$ cat config.mk
export PLATFORM = sky130hd
export DESIGN_NAME = maze_backtracker_generator
export DESIGN_NICKNAME = d
export VERILOG_FILES = /design/src/design/mbg_pkg.sv /design/src/design/mbg_ram.sv /design/src/design/mbg_datapath.sv /design/src/design/mbg_ctrl.sv /design/src/design/maze_backtracker_generator.sv
export SDC_FILE = /design/constraint.sdc
export NUM_CORES = 2
export LEC_CHECK = 0
export BUFFER_PORTS_ARGS = -buffer_cell sky130_fd_sc_hd__buf_2
export CAP_MARGIN = 20
export CORE_ASPECT_RATIO = 1.5
export CORE_UTILIZATION = 40
export DETAILED_ROUTE_END_ITERATION = 6
export HOLD_SLACK_MARGIN = 0.08
export PLACE_DENSITY = 0.63
export SLEW_MARGIN = 40
export SYNTH_ARGS = -nofsm -noshare
export SYNTH_HDL_FRONTEND = slang
export SYNTH_SLANG_ARGS = --single-unit
$ cat constraint.sdc
create_clock -name clk -period 11.2 [get_ports clk]
set_input_delay 1.12 -clock clk [delete_from_list [all_inputs] [get_ports clk]]
set_output_delay 1.12 -clock clk [all_outputs]
set_load 0.02 [all_outputs]
$ cat src/design/mbg_pkg.sv
`default_nettype none
package mbg_pkg;
  localparam int MAX_DIM = 16;
  localparam int COORD_W = $clog2(MAX_DIM);
  localparam int ADDR_W = 2 * COORD_W;
  localparam int CELL_COUNT = MAX_DIM * MAX_DIM;
  localparam int LEVEL_W = ADDR_W + 1;
  localparam int DIM_W = 5;
  localparam int CELL_W = 5;

  localparam logic [CELL_W-1:0] OPEN_N = 5'h01;
  localparam logic [CELL_W-1:0] OPEN_E = 5'h02;
  localparam logic [CELL_W-1:0] OPEN_S = 5'h04;
  localparam logic [CELL_W-1:0] OPEN_W = 5'h08;
  localparam logic [CELL_W-1:0] MARK_VISITED = 5'h10;

  localparam logic [1:0] FUNC_RESTART = 2'd0;
  localparam logic [1:0] FUNC_STEP = 2'd1;
  localparam logic [1:0] FUNC_READ = 2'd2;

  localparam logic [2:0] ST_CARVED = 3'd0;
  localparam logic [2:0] ST_BACK = 3'd1;
  localparam logic [2:0] ST_NOCHG = 3'd2;
  localparam logic [2:0] ST_RESTART = 3'd3;
  localparam logic [2:0] ST_READ = 3'd4;

  localparam logic CFG_WIDTH = 1'b0;
  localparam logic CFG_HEIGHT = 1'b1;

  // cell-store address select
  typedef enum logic [2:0] {
    CA_TOP, CA_NORTH, CA_EAST, CA_SOUTH, CA_WEST, CA_NEXT, CA_READ, CA_CLEAR
  } caddr_sel_t;

  typedef struct packed {
    logic       load_item;
    logic       clr_start;
    logic       clr_adv;
    logic       reset_path;
    caddr_sel_t csel;
    logic [1:0] nb_slot;
    logic       nb_capture;
    logic       stk_rd;
    logic       top_capture;
    logic       decide;
    logic       wr_top;
    logic       wr_next;
    logic       wr_clear;
    logic       push;
    logic       pop;
    logic       read_capture;
    logic       out_load;
    logic [2:0] out_status;
  } mbg_cmd_t;

  typedef struct packed {
    logic       clr_last;
    logic       stack_ok;
    logic       finished;
    logic       has_cand;
    logic [1:0] func;
  } mbg_sts_t;
endpackage
`default_nettype wire

$ cat src/design/mbg_ram.sv
`default_nettype none
module mbg_ram #(
  parameter int WIDTH = 8,
  parameter int DEPTH = 256
) (
  input  wire logic                     clk,
  input  wire logic                     we,
  input  wire logic [$clog2(DEPTH)-1:0] waddr,
  input  wire logic [WIDTH-1:0]         wdata,
  input  wire logic [$clog2(DEPTH)-1:0] raddr,
  output logic      [WIDTH-1:0]         rdata
);
  logic [WIDTH-1:0] mem [DEPTH];

  always_ff @(posedge clk) begin
    if (we) mem[waddr] <= wdata;
    rdata <= mem[raddr];
  end
endmodule
`default_nettype wire

$ cat src/design/mbg_datapath.sv
`default_nettype none
module mbg_datapath import mbg_pkg::*; (
  input  wire logic                clk,
  input  wire logic                rst_n,
  input  wire mbg_cmd_t            cmd,
  output mbg_sts_t                 sts,
  input  wire logic                cfg_we,
  input  wire logic [1:0]          cfg_index,
  input  wire logic [DIM_W-1:0]    cfg_data,
  input  wire logic [1:0]          in_func,
  input  wire logic [15:0]         in_rand_value,
  input  wire logic [3:0]          in_read_col,
  input  wire logic [3:0]          in_read_row,
  output logic [2:0]               out_status,
  output logic [3:0]               out_cur_col,
  output logic [3:0]               out_cur_row,
  output logic [4:0]               out_cell_bits,
  output logic [8:0]               out_visited_count,
  output logic                     out_done_res
);
  logic [DIM_W-1:0] width_r, height_r;
  logic [1:0] func_r;
  logic [15:0] rand_r;
  logic [3:0] rcol_r, rrow_r;
  logic [ADDR_W-1:0] clr_r, top_r, next_r;
  logic [LEVEL_W-1:0] level_r;
  logic [8:0] visited_r;
  logic [3:0] cand_r;
  logic [ADDR_W-1:0] top_cur_r;
  logic [4:0] rbits_r;
  logic [CELL_W-1:0] here_bit_r, there_bit_r;

  logic [COORD_W:0] w_use, h_use;
  logic [COORD_W-1:0] tcol, trow;
  logic [ADDR_W-1:0] caddr, cwaddr, saddr;
  logic [CELL_W-1:0] crdata, cwdata;
  logic cwe;
  logic [ADDR_W-1:0] srdata;
  logic [9:0] area;
  logic finished;

  function automatic logic [COORD_W:0] dim_use(input logic [DIM_W-1:0] v);
    if (v == '0) return (COORD_W+1)'(1);
    if (32'(v) > MAX_DIM) return (COORD_W+1)'(MAX_DIM);
    return (COORD_W+1)'(v);
  endfunction

  assign w_use = dim_use(width_r);
  assign h_use = dim_use(height_r);
  assign area = 10'(w_use) * 10'(h_use);
  assign finished = 10'(visited_r) >= area;
  assign tcol = top_r[COORD_W-1:0];
  assign trow = top_r[ADDR_W-1:COORD_W];

  always_ff @(posedge clk) begin
    if (!rst_n) begin
      width_r <= DIM_W'(15);
      height_r <= DIM_W'(15);
    end else if (cfg_we) begin
      if (cfg_index == {1'b0, CFG_WIDTH}) width_r <= cfg_data;
      else if (cfg_index == {1'b0, CFG_HEIGHT}) height_r <= cfg_data;
    end
  end

  always_comb begin
    unique case (cmd.csel)
      CA_TOP:   caddr = top_r;
      CA_NORTH: caddr = top_r - ADDR_W'(MAX_DIM);
      CA_EAST:  caddr = top_r + ADDR_W'(1);
      CA_SOUTH: caddr = top_r + ADDR_W'(MAX_DIM);
      CA_WEST:  caddr = top_r - ADDR_W'(1);
      CA_NEXT:  caddr = next_r;
      CA_READ:  caddr = {rrow_r, rcol_r};
      CA_CLEAR: caddr = clr_r;
      default:  caddr = top_r;
    endcase
  end

  // write data: clear pass, or OR a wall bit into the word read last cycle
  always_comb begin
    cwe = cmd.wr_clear | cmd.wr_top | cmd.wr_next;
    cwaddr = cmd.wr_clear ? clr_r : (cmd.wr_top ? top_r : next_r);
    if (cmd.wr_clear) cwdata = (clr_r == '0) ? MARK_VISITED : '0;
    else if (cmd.wr_top) cwdata = crdata | here_bit_r;
    else cwdata = crdata | there_bit_r | MARK_VISITED;
  end

  mbg_ram #(.WIDTH(CELL_W), .DEPTH(CELL_COUNT)) u_cells (
    .clk(clk), .we(cwe), .waddr(cwaddr), .wdata(cwdata),
    .raddr(caddr), .rdata(crdata)
  );

  assign saddr = level_r[ADDR_W-1:0] - ADDR_W'(1);

  mbg_ram #(.WIDTH(ADDR_W), .DEPTH(CELL_COUNT)) u_stack (
    .clk(clk), .we(cmd.push | cmd.reset_path),
    .waddr(cmd.reset_path ? ADDR_W'(0) : level_r[ADDR_W-1:0]),
    .wdata(cmd.reset_path ? ADDR_W'(0) : next_r),
    .raddr(saddr), .rdata(srdata)
  );

  logic [3:0] cnt;
  logic [1:0] idx;
  logic [3:0] m;
  logic [1:0] sel;
  logic [1:0] seen;
  logic [31:0] rprod;
  logic [14:0] rq3;
  logic [15:0] rq3x3;
  logic [1:0] rrem3;

  // candidate count and pick by rand mod count (count at most four)
  always_comb begin
    cnt = 4'(cand_r[0]) + 4'(cand_r[1]) + 4'(cand_r[2]) + 4'(cand_r[3]);
    // divide by three with a reciprocal multiply, exact for 16-bit inputs
    rprod = 32'(rand_r) * 32'd43691;
    rq3 = rprod[31:17];
    rq3x3 = {rq3, 1'b0} + {1'b0, rq3};
    rrem3 = 2'(rand_r - rq3x3);
    unique case (cnt)
      4'd1: idx = 2'd0;
      4'd2: idx = {1'b0, rand_r[0]};
      4'd3: idx = rrem3;
      default: idx = rand_r[1:0];
    endcase
    sel = 2'd0;
    seen = 2'd0;
    m = cand_r;
    for (int i = 0; i < 4; i++) begin
      if (m[i]) begin
        if (seen == idx) sel = 2'(i);
        seen = seen + 2'd1;
      end
    end
  end

  logic nb_ok;
  always_comb begin
    unique case (cmd.nb_slot)
      2'd0: nb_ok = trow != '0;
      2'd1: nb_ok = ({1'b0, tcol} + (COORD_W+1)'(1)) < w_use;
      2'd2: nb_ok = ({1'b0, trow} + (COORD_W+1)'(1)) < h_use;
      default: nb_ok = tcol != '0;
    endcase
  end

  always_ff @(posedge clk) begin
    if (!rst_n) begin
      level_r <= LEVEL_W'(1);
      visited_r <= 9'd1;
      top_cur_r <= '0;
      clr_r <= '0;
      cand_r <= '0;
    end else begin
      if (cmd.clr_start) clr_r <= '0;
      else if (cmd.clr_adv) clr_r <= clr_r + ADDR_W'(1);
      if (cmd.reset_path) begin
        level_r <= LEVEL_W'(1);
        visited_r <= 9'd1;
        top_cur_r <= '0;
      end
      if (cmd.nb_capture) cand_r[cmd.nb_slot] <= nb_ok & ~crdata[4];
      if (cmd.top_capture) cand_r <= '0;
      if (cmd.push) begin
        if (32'(level_r) < CELL_COUNT) begin
          level_r <= level_r + LEVEL_W'(1);
          top_cur_r <= next_r;
        end
        visited_r <= visited_r + 9'd1;
      end
      if (cmd.pop) level_r <= level_r - LEVEL_W'(1);
      if (cmd.stk_rd) top_cur_r <= srdata;
    end
  end

  always_ff @(posedge clk) begin
    if (cmd.load_item) begin
      func_r <= in_func;
      rand_r <= in_rand_value;
      rcol_r <= in_read_col;
      rrow_r <= in_read_row;
    end
    if (cmd.top_capture) top_r <= srdata;
    if (cmd.decide) begin
      unique case (sel)
        2'd0: begin next_r <= top_r - ADDR_W'(MAX_DIM); here_bit_r <= OPEN_N;
          there_bit_r <= OPEN_S; end
        2'd1: begin next_r <= top_r + ADDR_W'(1); here_bit_r <= OPEN_E;
          there_bit_r <= OPEN_W; end
        2'd2: begin next_r <= top_r + ADDR_W'(MAX_DIM); here_bit_r <= OPEN_S;
          there_bit_r <= OPEN_N; end
        default: begin next_r <= top_r - ADDR_W'(1); here_bit_r <= OPEN_W;
          there_bit_r <= OPEN_E; end
      endcase
    end
    if (cmd.read_capture) rbits_r <= crdata;
  end

  logic stack_ok;
  assign stack_ok = (level_r != '0) && (32'(level_r) <= CELL_COUNT);

  always_comb begin
    sts.clr_last = clr_r == ADDR_W'(CELL_COUNT - 1);
    sts.stack_ok = stack_ok;
    sts.finished = finished;
    sts.has_cand = cand_r != '0;
    sts.func = func_r;
  end

  always_ff @(posedge clk) begin
    if (cmd.out_load) begin
      out_status <= cmd.out_status;
      out_cur_col <= stack_ok ? top_cur_r[COORD_W-1:0] : '0;
      out_cur_row <= stack_ok ? top_cur_r[ADDR_W-1:COORD_W] : '0;
      out_cell_bits <= (cmd.out_status == ST_READ) ? rbits_r : '0;
      out_visited_count <= visited_r;
      out_done_res <= finished;
    end
  end
endmodule
`default_nettype wire

$ cat src/design/mbg_ctrl.sv
`default_nettype none
module mbg_ctrl import mbg_pkg::*; (
  input  wire logic     clk,
  input  wire logic     rst_n,
  input  wire logic     in_valid,
  output logic          in_stall,
  output logic          out_valid,
  input  wire logic     out_stall,
  input  wire mbg_sts_t sts,
  output mbg_cmd_t      cmd
);
  typedef enum logic [3:0] {
    S_INIT, S_IDLE, S_DISPATCH, S_CLEAR, S_TOP, S_NB, S_DECIDE, S_WTOP, S_RNEXT,
    S_WNEXT, S_STKRD, S_READ, S_OUT
  } state_t;

  state_t state_r, state_nxt;
  logic [1:0] slot_r, slot_nxt;
  logic [2:0] status_r, status_nxt;
  logic out_valid_r, out_valid_nxt;
  logic out_free;

  assign out_free = !out_valid_r || !out_stall;
  assign out_valid = out_valid_r;
  assign in_stall = state_r != S_IDLE;

  always_comb begin
    cmd = '0;
    cmd.csel = CA_TOP;
    state_nxt = state_r;
    slot_nxt = slot_r;
    status_nxt = status_r;
    out_valid_nxt = out_valid_r && out_stall;
    unique case (state_r)
      S_INIT: begin
        // clear the cells and seed the path with cell zero
        cmd.csel = CA_CLEAR;
        cmd.wr_clear = 1'b1;
        cmd.clr_adv = 1'b1;
        cmd.reset_path = 1'b1;
        if (sts.clr_last) state_nxt = S_IDLE;
      end
      S_IDLE: if (in_valid) begin
        cmd.load_item = 1'b1;
        state_nxt = S_DISPATCH;
      end
      S_DISPATCH: begin
        priority if (sts.func == FUNC_RESTART) begin
          cmd.clr_start = 1'b1;
          cmd.reset_path = 1'b1;
          status_nxt = ST_RESTART;
          state_nxt = S_CLEAR;
        end else if (sts.func == FUNC_STEP) begin
          if (sts.finished || !sts.stack_ok) begin
            status_nxt = ST_NOCHG;
            state_nxt = S_OUT;
          end else begin
            cmd.stk_rd = 1'b0;
            state_nxt = S_TOP;
          end
        end else if (sts.func == FUNC_READ) begin
          cmd.csel = CA_READ;
          status_nxt = ST_READ;
          state_nxt = S_READ;
        end else begin
          status_nxt = ST_NOCHG;
          state_nxt = S_OUT;
        end
      end
      S_CLEAR: begin
        cmd.csel = CA_CLEAR;
        cmd.wr_clear = 1'b1;
        cmd.clr_adv = 1'b1;
        if (sts.clr_last) state_nxt = S_OUT;
      end
      S_TOP: begin
        // stack read data (top) is ready now
        cmd.top_capture = 1'b1;
        slot_nxt = 2'd0;
        state_nxt = S_NB;
      end
      S_NB: begin
        // issue read of slot; S_DECIDE captures it from the cell RAM
        unique case (slot_r)
          2'd0: cmd.csel = CA_NORTH;
          2'd1: cmd.csel = CA_EAST;
          2'd2: cmd.csel = CA_SOUTH;
          default: cmd.csel = CA_WEST;
        endcase
        state_nxt = S_DECIDE;
      end
      S_DECIDE: begin
        cmd.nb_slot = slot_r;
        cmd.nb_capture = 1'b1;
        if (slot_r != 2'd3) begin
          slot_nxt = slot_r + 2'd1;
          state_nxt = S_NB;
        end else begin
          state_nxt = S_WTOP;
          slot_nxt = 2'd0;
        end
      end
      S_WTOP: begin
        if (!sts.has_cand) begin
          cmd.pop = 1'b1;
          status_nxt = ST_BACK;
          state_nxt = S_STKRD;
        end else if (slot_r == 2'd0) begin
          cmd.decide = 1'b1;
          cmd.csel = CA_TOP;
          slot_nxt = 2'd1;
        end else begin
          cmd.wr_top = 1'b1;
          cmd.csel = CA_NEXT;
          state_nxt = S_WNEXT;
        end
      end
      S_WNEXT: begin
        cmd.wr_next = 1'b1;
        cmd.push = 1'b1;
        status_nxt = ST_CARVED;
        state_nxt = S_OUT;
      end
      S_STKRD: begin
        // stack port now addresses new top; data is ready next cycle
        state_nxt = S_RNEXT;
      end
      S_RNEXT: begin
        cmd.stk_rd = sts.stack_ok;
        state_nxt = S_OUT;
      end
      S_READ: begin
        cmd.read_capture = 1'b1;
        state_nxt = S_OUT;
      end
      S_OUT: if (out_free) begin
        cmd.out_load = 1'b1;
        cmd.out_status = status_r;
        out_valid_nxt = 1'b1;
        state_nxt = S_IDLE;
      end
      default: state_nxt = S_IDLE;
    endcase
  end

  always_ff @(posedge clk) begin
    if (!rst_n) begin
      state_r <= S_INIT;
      slot_r <= '0;
      status_r <= ST_NOCHG;
      out_valid_r <= 1'b0;
    end else begin
      state_r <= state_nxt;
      slot_r <= slot_nxt;
      status_r <= status_nxt;
      out_valid_r <= out_valid_nxt;
    end
  end
endmodule
`default_nettype wire

$ cat src/design/maze_backtracker_generator.sv
`default_nettype none
// Depth-first maze carver over a grid of up to 16x16 cells held in one cell RAM
// and one path-stack RAM. After reset, a clearing pass over all 256 cells runs
// before the first item is taken; a restart item repeats it. A carve step reads
// the four neighbors in turn through the single cell-RAM read port, then updates
// two cells in turn; a backtrack pops the path stack. One result per item; the
// next item is taken once the result is in the output register.
module maze_backtracker_generator import mbg_pkg::*; (
  input  wire logic        clk,
  input  wire logic        rst_n,
  input  wire logic        in_valid,
  output logic             in_stall,
  input  wire logic [1:0]  in_func,
  input  wire logic [15:0] in_rand_value,
  input  wire logic [3:0]  in_read_col,
  input  wire logic [3:0]  in_read_row,
  output logic             out_valid,
  input  wire logic        out_stall,
  output logic [2:0]       out_status,
  output logic [3:0]       out_cur_col,
  output logic [3:0]       out_cur_row,
  output logic [4:0]       out_cell_bits,
  output logic [8:0]       out_visited_count,
  output logic             out_done_res,
  input  wire logic        cfg_we,
  input  wire logic [1:0]  cfg_index,
  input  wire logic [4:0]  cfg_data
);
  mbg_cmd_t cmd;
  mbg_sts_t sts;

  mbg_ctrl u_ctrl (
    .clk(clk), .rst_n(rst_n), .in_valid(in_valid), .in_stall(in_stall),
    .out_valid(out_valid), .out_stall(out_stall), .sts(sts), .cmd(cmd)
  );

  mbg_datapath u_dp (
    .clk(clk), .rst_n(rst_n), .cmd(cmd), .sts(sts),
    .cfg_we(cfg_we), .cfg_index(cfg_index), .cfg_data(cfg_data),
    .in_func(in_func), .in_rand_value(in_rand_value),
    .in_read_col(in_read_col), .in_read_row(in_read_row),
    .out_status(out_status), .out_cur_col(out_cur_col), .out_cur_row(out_cur_row),
    .out_cell_bits(out_cell_bits), .out_visited_count(out_visited_count),
    .out_done_res(out_done_res)
  );
endmodule
`default_nettype wire

==> impl_summary.txt <==
----------------------------------------------------
[Clock network]
  Total CTS buffers ... 341
  Number of buffers inserted to repair setup after CTS ... 0
  Clock slew at reported path FFs ... 0.06 ns
  TritonCTS clock tree ... done
  Max H-tree Level ... 5
  Hold bufs inserted after CTS ... 0
  Clock buffer depth ... 4
  # resized after CTS ... 0
  Count of clock tree sinks ... 3476
  Source-to-sink clock delay at the later pin of the worst-skew pair ... 0.90 ns
  Root buffer selected by CTS ... sky130_fd_sc_hd__clkbuf_16

[Setup path]
  Path depth of the worst reg2reg path ... 27
  Element type at the critical path end ... flip-flop
  Worst EP arrival ... 9.05 ns
  Worst EP required ... 11.79 ns
  Kind of critical path ... reg2reg
  Setup slack on the worst flop-to-flop path ... 2.74 ns
  RR Startpoint ... u_dp.rand_r[1]$_DFFE_PP_
  Reg-to-Reg End ... u_dp.next_r[2]$_DFFE_PP_
  Worst Path Max Fanout ... 11
  Startpoint type of the worst setup path ... flip-flop

[Cells and area]
  Utilization after layout ... 45.1%
  Area added between synthesis and finish ... 12.2%
  Share of cells above drive strength 1 ... 17.9%
  Most frequent standard cell in the layout excluding fill and tap cells ... sky130_fd_sc_hd__edfxtp_1
  Cell area after layout ... 0.159 sq mm
  Final-layout fill cell count ... 30000
  Nets ... 8540
  Most used cells in the layout excluding fill and tap cells ... 3405 x sky130_fd_sc_hd__edfxtp_1, 1016 x sky130_fd_sc_hd__nand2_1, 682 x sky130_fd_sc_hd__mux4_2, 547 x sky130_fd_sc_hd__nor2_1, 418 x sky130_fd_sc_hd__nand3_1
  Total area of sequential cells ... 0.104 sq mm
  Area of the multi-input gates ... 0.0360 sq mm

[Power]
  Power density normalized to cell area ... 164 mW/mm^2
  Final Power ... 26.1 mW
  Clk network pwr share ... 43.1%
  VDD IR max ... 0.139 mV
  Internal cell power ... 20.8 mW
  Fraction of power consumed by combinational cells ... 2.9%
  Switching share of power ... 20.5%
  Sequential share of power ... 54.1%
  Net Sw Power ... 5.34 mW
  Static Leak ... 46.0 nW

[Detailed routing]
  Number of violations reported at the end of detailed-routing iteration 0 ... 7608
  Total wire length after detailed routing ... 359 mm
  Via density per instance ... 5.67
  Vias post-DR ... 75200
  Count of TritonRoute iterations in the first routing pass ... 7
  DRC violations left ... 0
  Antenna Violating Nets Remaining ... 0
  Average routed wire per standard cell ... 27.1 microns

[Logic synthesis]
  Post-synthesis area per instance ... 17.2 sq um
  Sequential cell area fraction in the yosys report ... 73.1%
  Synthesis Warnings ... 0
  Number of unique standard cell types used by synthesis ... 89
  Net count after synthesis ... 8470
  Synth async-reset ratio ... 0%
  Cell area after synthesis ... 0.142 sq mm
  Count of flip-flops with a built-in enable after synthesis ... 3405
  Seq cells post-synth ... 3476
  Cells after Synth ... 8244
  Most frequently used flop master after synthesis ... sky130_fd_sc_hd__edfxtp_1

[Worst hold path]
  Cell depth of the worst hold path ... 1
  Launch point of the worst hold path ... in_rand_value[10]
  Worst hold endpoint ... u_dp.rand_r[10]$_DFFE_PP_
  Class of the tightest hold or removal check ... in2reg

[STA]
  Total count of max-transition violations in the final report ... 0
  Final critical delay including setup and external delays ... 8.46 ns
  Slew Limit Headroom ... 38.8%
  Hold violation total from the final report ... 0
  Final total negative setup slack ... 0 ns
  Maximum clock skew at final layout ... 0.0466 ns
  Final clock period utilization by the worst path ... 75.5%
  Final-report setup violation count ... 0
  Unrepaired setup endpoints after global routing ... no
  Transition time at the pin with the least slew margin ... 0.916 ns
  Maximum operating frequency ... 118 MHz
  Post-route worst hold slack ... 0.430 ns

[Placement]
  Routability-driven placement congestion ratio ... 0.866
  Number of I/O port buffers ... 65
  Final HPWL from detailed placement ... 220 mm
  Instance area at placement ... 0.148 sq mm

[Global route]
  All-Layer GR Usage ... 19.9%
  GR Overflow Total ... 0
  Antenna violations before repair ... 8
  First-pass GRT wire length ... 524 mm
  Largest net degree at the start of global routing ... 197
  Via count of the first global-routing pass ... 76800

[Floorplanning]
  Overall die area ... 0.357 sq mm
  IO Pins ... 66
  CORE AREA ... 0.353 sq mm
  Core Rows ... 267
  Starting Density ... 40.2%
  Die Y-Extent ... 731 microns
  Die width ... 488 microns

[Status]
  Status ... complete, no violations

[Flow run]
  Max-capacitance violation count ... 0

----------------------------------------------------
[Yosys cell counts (13+ instances only)]
cell	n	area [sq um]
sky130_fd_sc_hd__fa_1	59	1180
sky130_fd_sc_hd__nor2_1	614	2300
sky130_fd_sc_hd__nor2b_1	27	169
sky130_fd_sc_hd__o31a_1	33	289
sky130_fd_sc_hd__mux4_2	682	15400
sky130_fd_sc_hd__o21ai_0	58	290
sky130_fd_sc_hd__o22ai_1	29	181
sky130_fd_sc_hd__nand3_1	430	2150
sky130_fd_sc_hd__nor3_1	44	220
sky130_fd_sc_hd__xor2_1	20	175
sky130_fd_sc_hd__a21oi_1	107	536
sky130_fd_sc_hd__a32oi_1	86	753
sky130_fd_sc_hd__and3_1	14	87.6
sky130_fd_sc_hd__a211oi_1	33	248
sky130_fd_sc_hd__nand4_1	78	488
sky130_fd_sc_hd__or4_1	15	113
sky130_fd_sc_hd__buf_4	15	113
sky130_fd_sc_hd__a2111oi_0	22	193
sky130_fd_sc_hd__nand2b_1	15	93.8
sky130_fd_sc_hd__buf_1	82	308
sky130_fd_sc_hd__clkbuf_1	259	972
sky130_fd_sc_hd__buf_2	132	661
sky130_fd_sc_hd__ha_1	129	1610
sky130_fd_sc_hd__a31oi_1	33	206
sky130_fd_sc_hd__o31ai_1	16	120
sky130_fd_sc_hd__and2_1	33	206
sky130_fd_sc_hd__nand2_1	1023	3840
sky130_fd_sc_hd__xnor2_1	44	385
sky130_fd_sc_hd__a22oi_1	18	135
sky130_fd_sc_hd__edfxtp_1	3405	102000
sky130_fd_sc_hd__dfxtp_1	71	1420
sky130_fd_sc_hd__inv_1	188	706
sky130_fd_sc_hd__mux2i_1	230	2300
sky130_fd_sc_hd__o211a_1	13	130
sky130_fd_sc_hd__a311oi_1	21	184
[flip-flops by register name (all words and copies together), names as in the netlist, 4 cells and up]
| name | flops |
|---|---|
| u_dp.height_r | 5 |
| u_dp.u_cells.rdata | 5 |
| u_dp.rcol_r | 4 |
| u_ctrl.state_r | 4 |
| u_dp.u_cells.mem | 1280 |
| u_dp.top_r | 8 |
| u_dp.rrow_r | 4 |
| u_dp.rand_r | 16 |
| u_dp.out_visited_count | 9 |
| u_dp.next_r | 8 |
| u_dp.u_stack.mem | 2048 |
| u_dp.out_cur_row | 4 |
| u_dp.out_cur_col | 4 |
| u_dp.width_r | 5 |
| u_dp.u_stack.rdata | 8 |
| u_dp.cand_r | 4 |
| u_dp.top_cur_r | 8 |
| u_dp.rbits_r | 5 |
| u_dp.level_r | 9 |
| u_dp.visited_r | 9 |
| u_dp.out_cell_bits | 5 |
| u_dp.clr_r | 8 |
[power groups by stage]
stage	Clock (mW)	Combinational, mW	Sequential, mW
floorplan	0	0.502	14.4
global placement	0	0.712	14.4
detailed placement	0	0.733	14.4
CTS	11.4	0.740	14.1
global route	11.9	0.814	14.1
finish	11.3	0.745	14.1
[routing by layer]
layer	vias up	GRT usage [%]	share of wire [%]
met5	-	0	0.019
met4	10	9.50	5.1
met3	729	2.56	5.9
met2	2879	35.3	52
met1	39300	23.9	37
li1	32400	-	-
[cells by family (layout without fill, tap and decap cells)]
logic type	Yosys count	count (layout)	share of synthesized area, %
AOI/OAI and AO/OA	565	565	2.94
xor gates and xnor gates	64	64	0.395
adders and majority gates	188	188	1.97
buffers and inverters	682	1008	1.99
DFF	3476	3476	73.1
muxes	913	913	12.5
other	0	3	0
and+or+nand+nor	2356	2356	7.18
[worst max path at each step]
stage / start / endpoint / slack [ns] / cells past startpoint
after CTS: u_dp.rand_r[1]$_DFFE_PP_ / u_dp.next_r[3]$_DFFE_PP_ / 2.64 / 27
final: u_dp.rand_r[1]$_DFFE_PP_ / u_dp.next_r[2]$_DFFE_PP_ / 2.74 / 27
after detailed placement: u_dp.rand_r[1]$_DFFE_PP_ / u_dp.next_r[2]$_DFFE_PP_ / 2.69 / 27
after global routing: u_dp.rand_r[1]$_DFFE_PP_ / u_dp.next_r[2]$_DFFE_PP_ / 2.18 / 27
after global placement: u_dp.rand_r[1]$_DFFE_PP_ / u_dp.next_r[3]$_DFFE_PP_ / 2.62 / 27
after floorplan: u_ctrl.slot_r[0]$_SDFFE_PN0P_ / u_dp.u_cells.mem[0][0]$_DFFE_PP_ / 0.16 / 7
[stage by stage]
step	setup WS, ns	instances
after floorplan	0.158	8244
after global placement	2.62	12700
after detailed placement	2.69	12700
after CTS	2.64	13300
after global routing	2.18	13300
final	2.74	13300
[critical path, stage by stage, from the launching register on]
cell	delay, ns
sky130_fd_sc_hd__edfxtp_1	0.62
sky130_fd_sc_hd__ha_1	0.47
sky130_fd_sc_hd__fa_1	0.51
sky130_fd_sc_hd__inv_1	0.05
sky130_fd_sc_hd__fa_1	0.46
sky130_fd_sc_hd__fa_1	0.53
sky130_fd_sc_hd__fa_1	0.45
sky130_fd_sc_hd__fa_1	0.53
sky130_fd_sc_hd__inv_1	0.05
sky130_fd_sc_hd__ha_1	0.30
sky130_fd_sc_hd__nand3_1	0.13
sky130_fd_sc_hd__o311ai_0	0.67
sky130_fd_sc_hd__nor2_1	0.12
sky130_fd_sc_hd__xnor2_1	0.16
sky130_fd_sc_hd__ha_1	0.30
sky130_fd_sc_hd__inv_1	0.05
sky130_fd_sc_hd__ha_1	0.17
sky130_fd_sc_hd__nor2_1	0.11
sky130_fd_sc_hd__xnor2_1	0.14
sky130_fd_sc_hd__xnor2_1	0.16
sky130_fd_sc_hd__xnor2_1	0.10
sky130_fd_sc_hd__or3_1	0.43
sky130_fd_sc_hd__a31oi_1	0.24
sky130_fd_sc_hd__mux4_2	0.60
sky130_fd_sc_hd__nand2_1	0.28
sky130_fd_sc_hd__inv_2	0.14
sky130_fd_sc_hd__o31a_1	0.31
sky130_fd_sc_hd__xnor2_1	0.12
[area by class of cell]
| cell class | count | share of cell area (%) |
|---|---|---|
| multi-input cells | 4086 | 22.6 |
| repair buffers | 220 | 1.40 |
| well taps | 4707 | 3.70 |
| flip-flops and latches | 3476 | 65.1 |
| clock buffers | 419 | 5.68 |
| diodes | 3 | 0.00471 |
| clock inverters | 180 | 1.08 |
| inverters | 189 | 0.446 |
(Power assumes the default switching activity.)
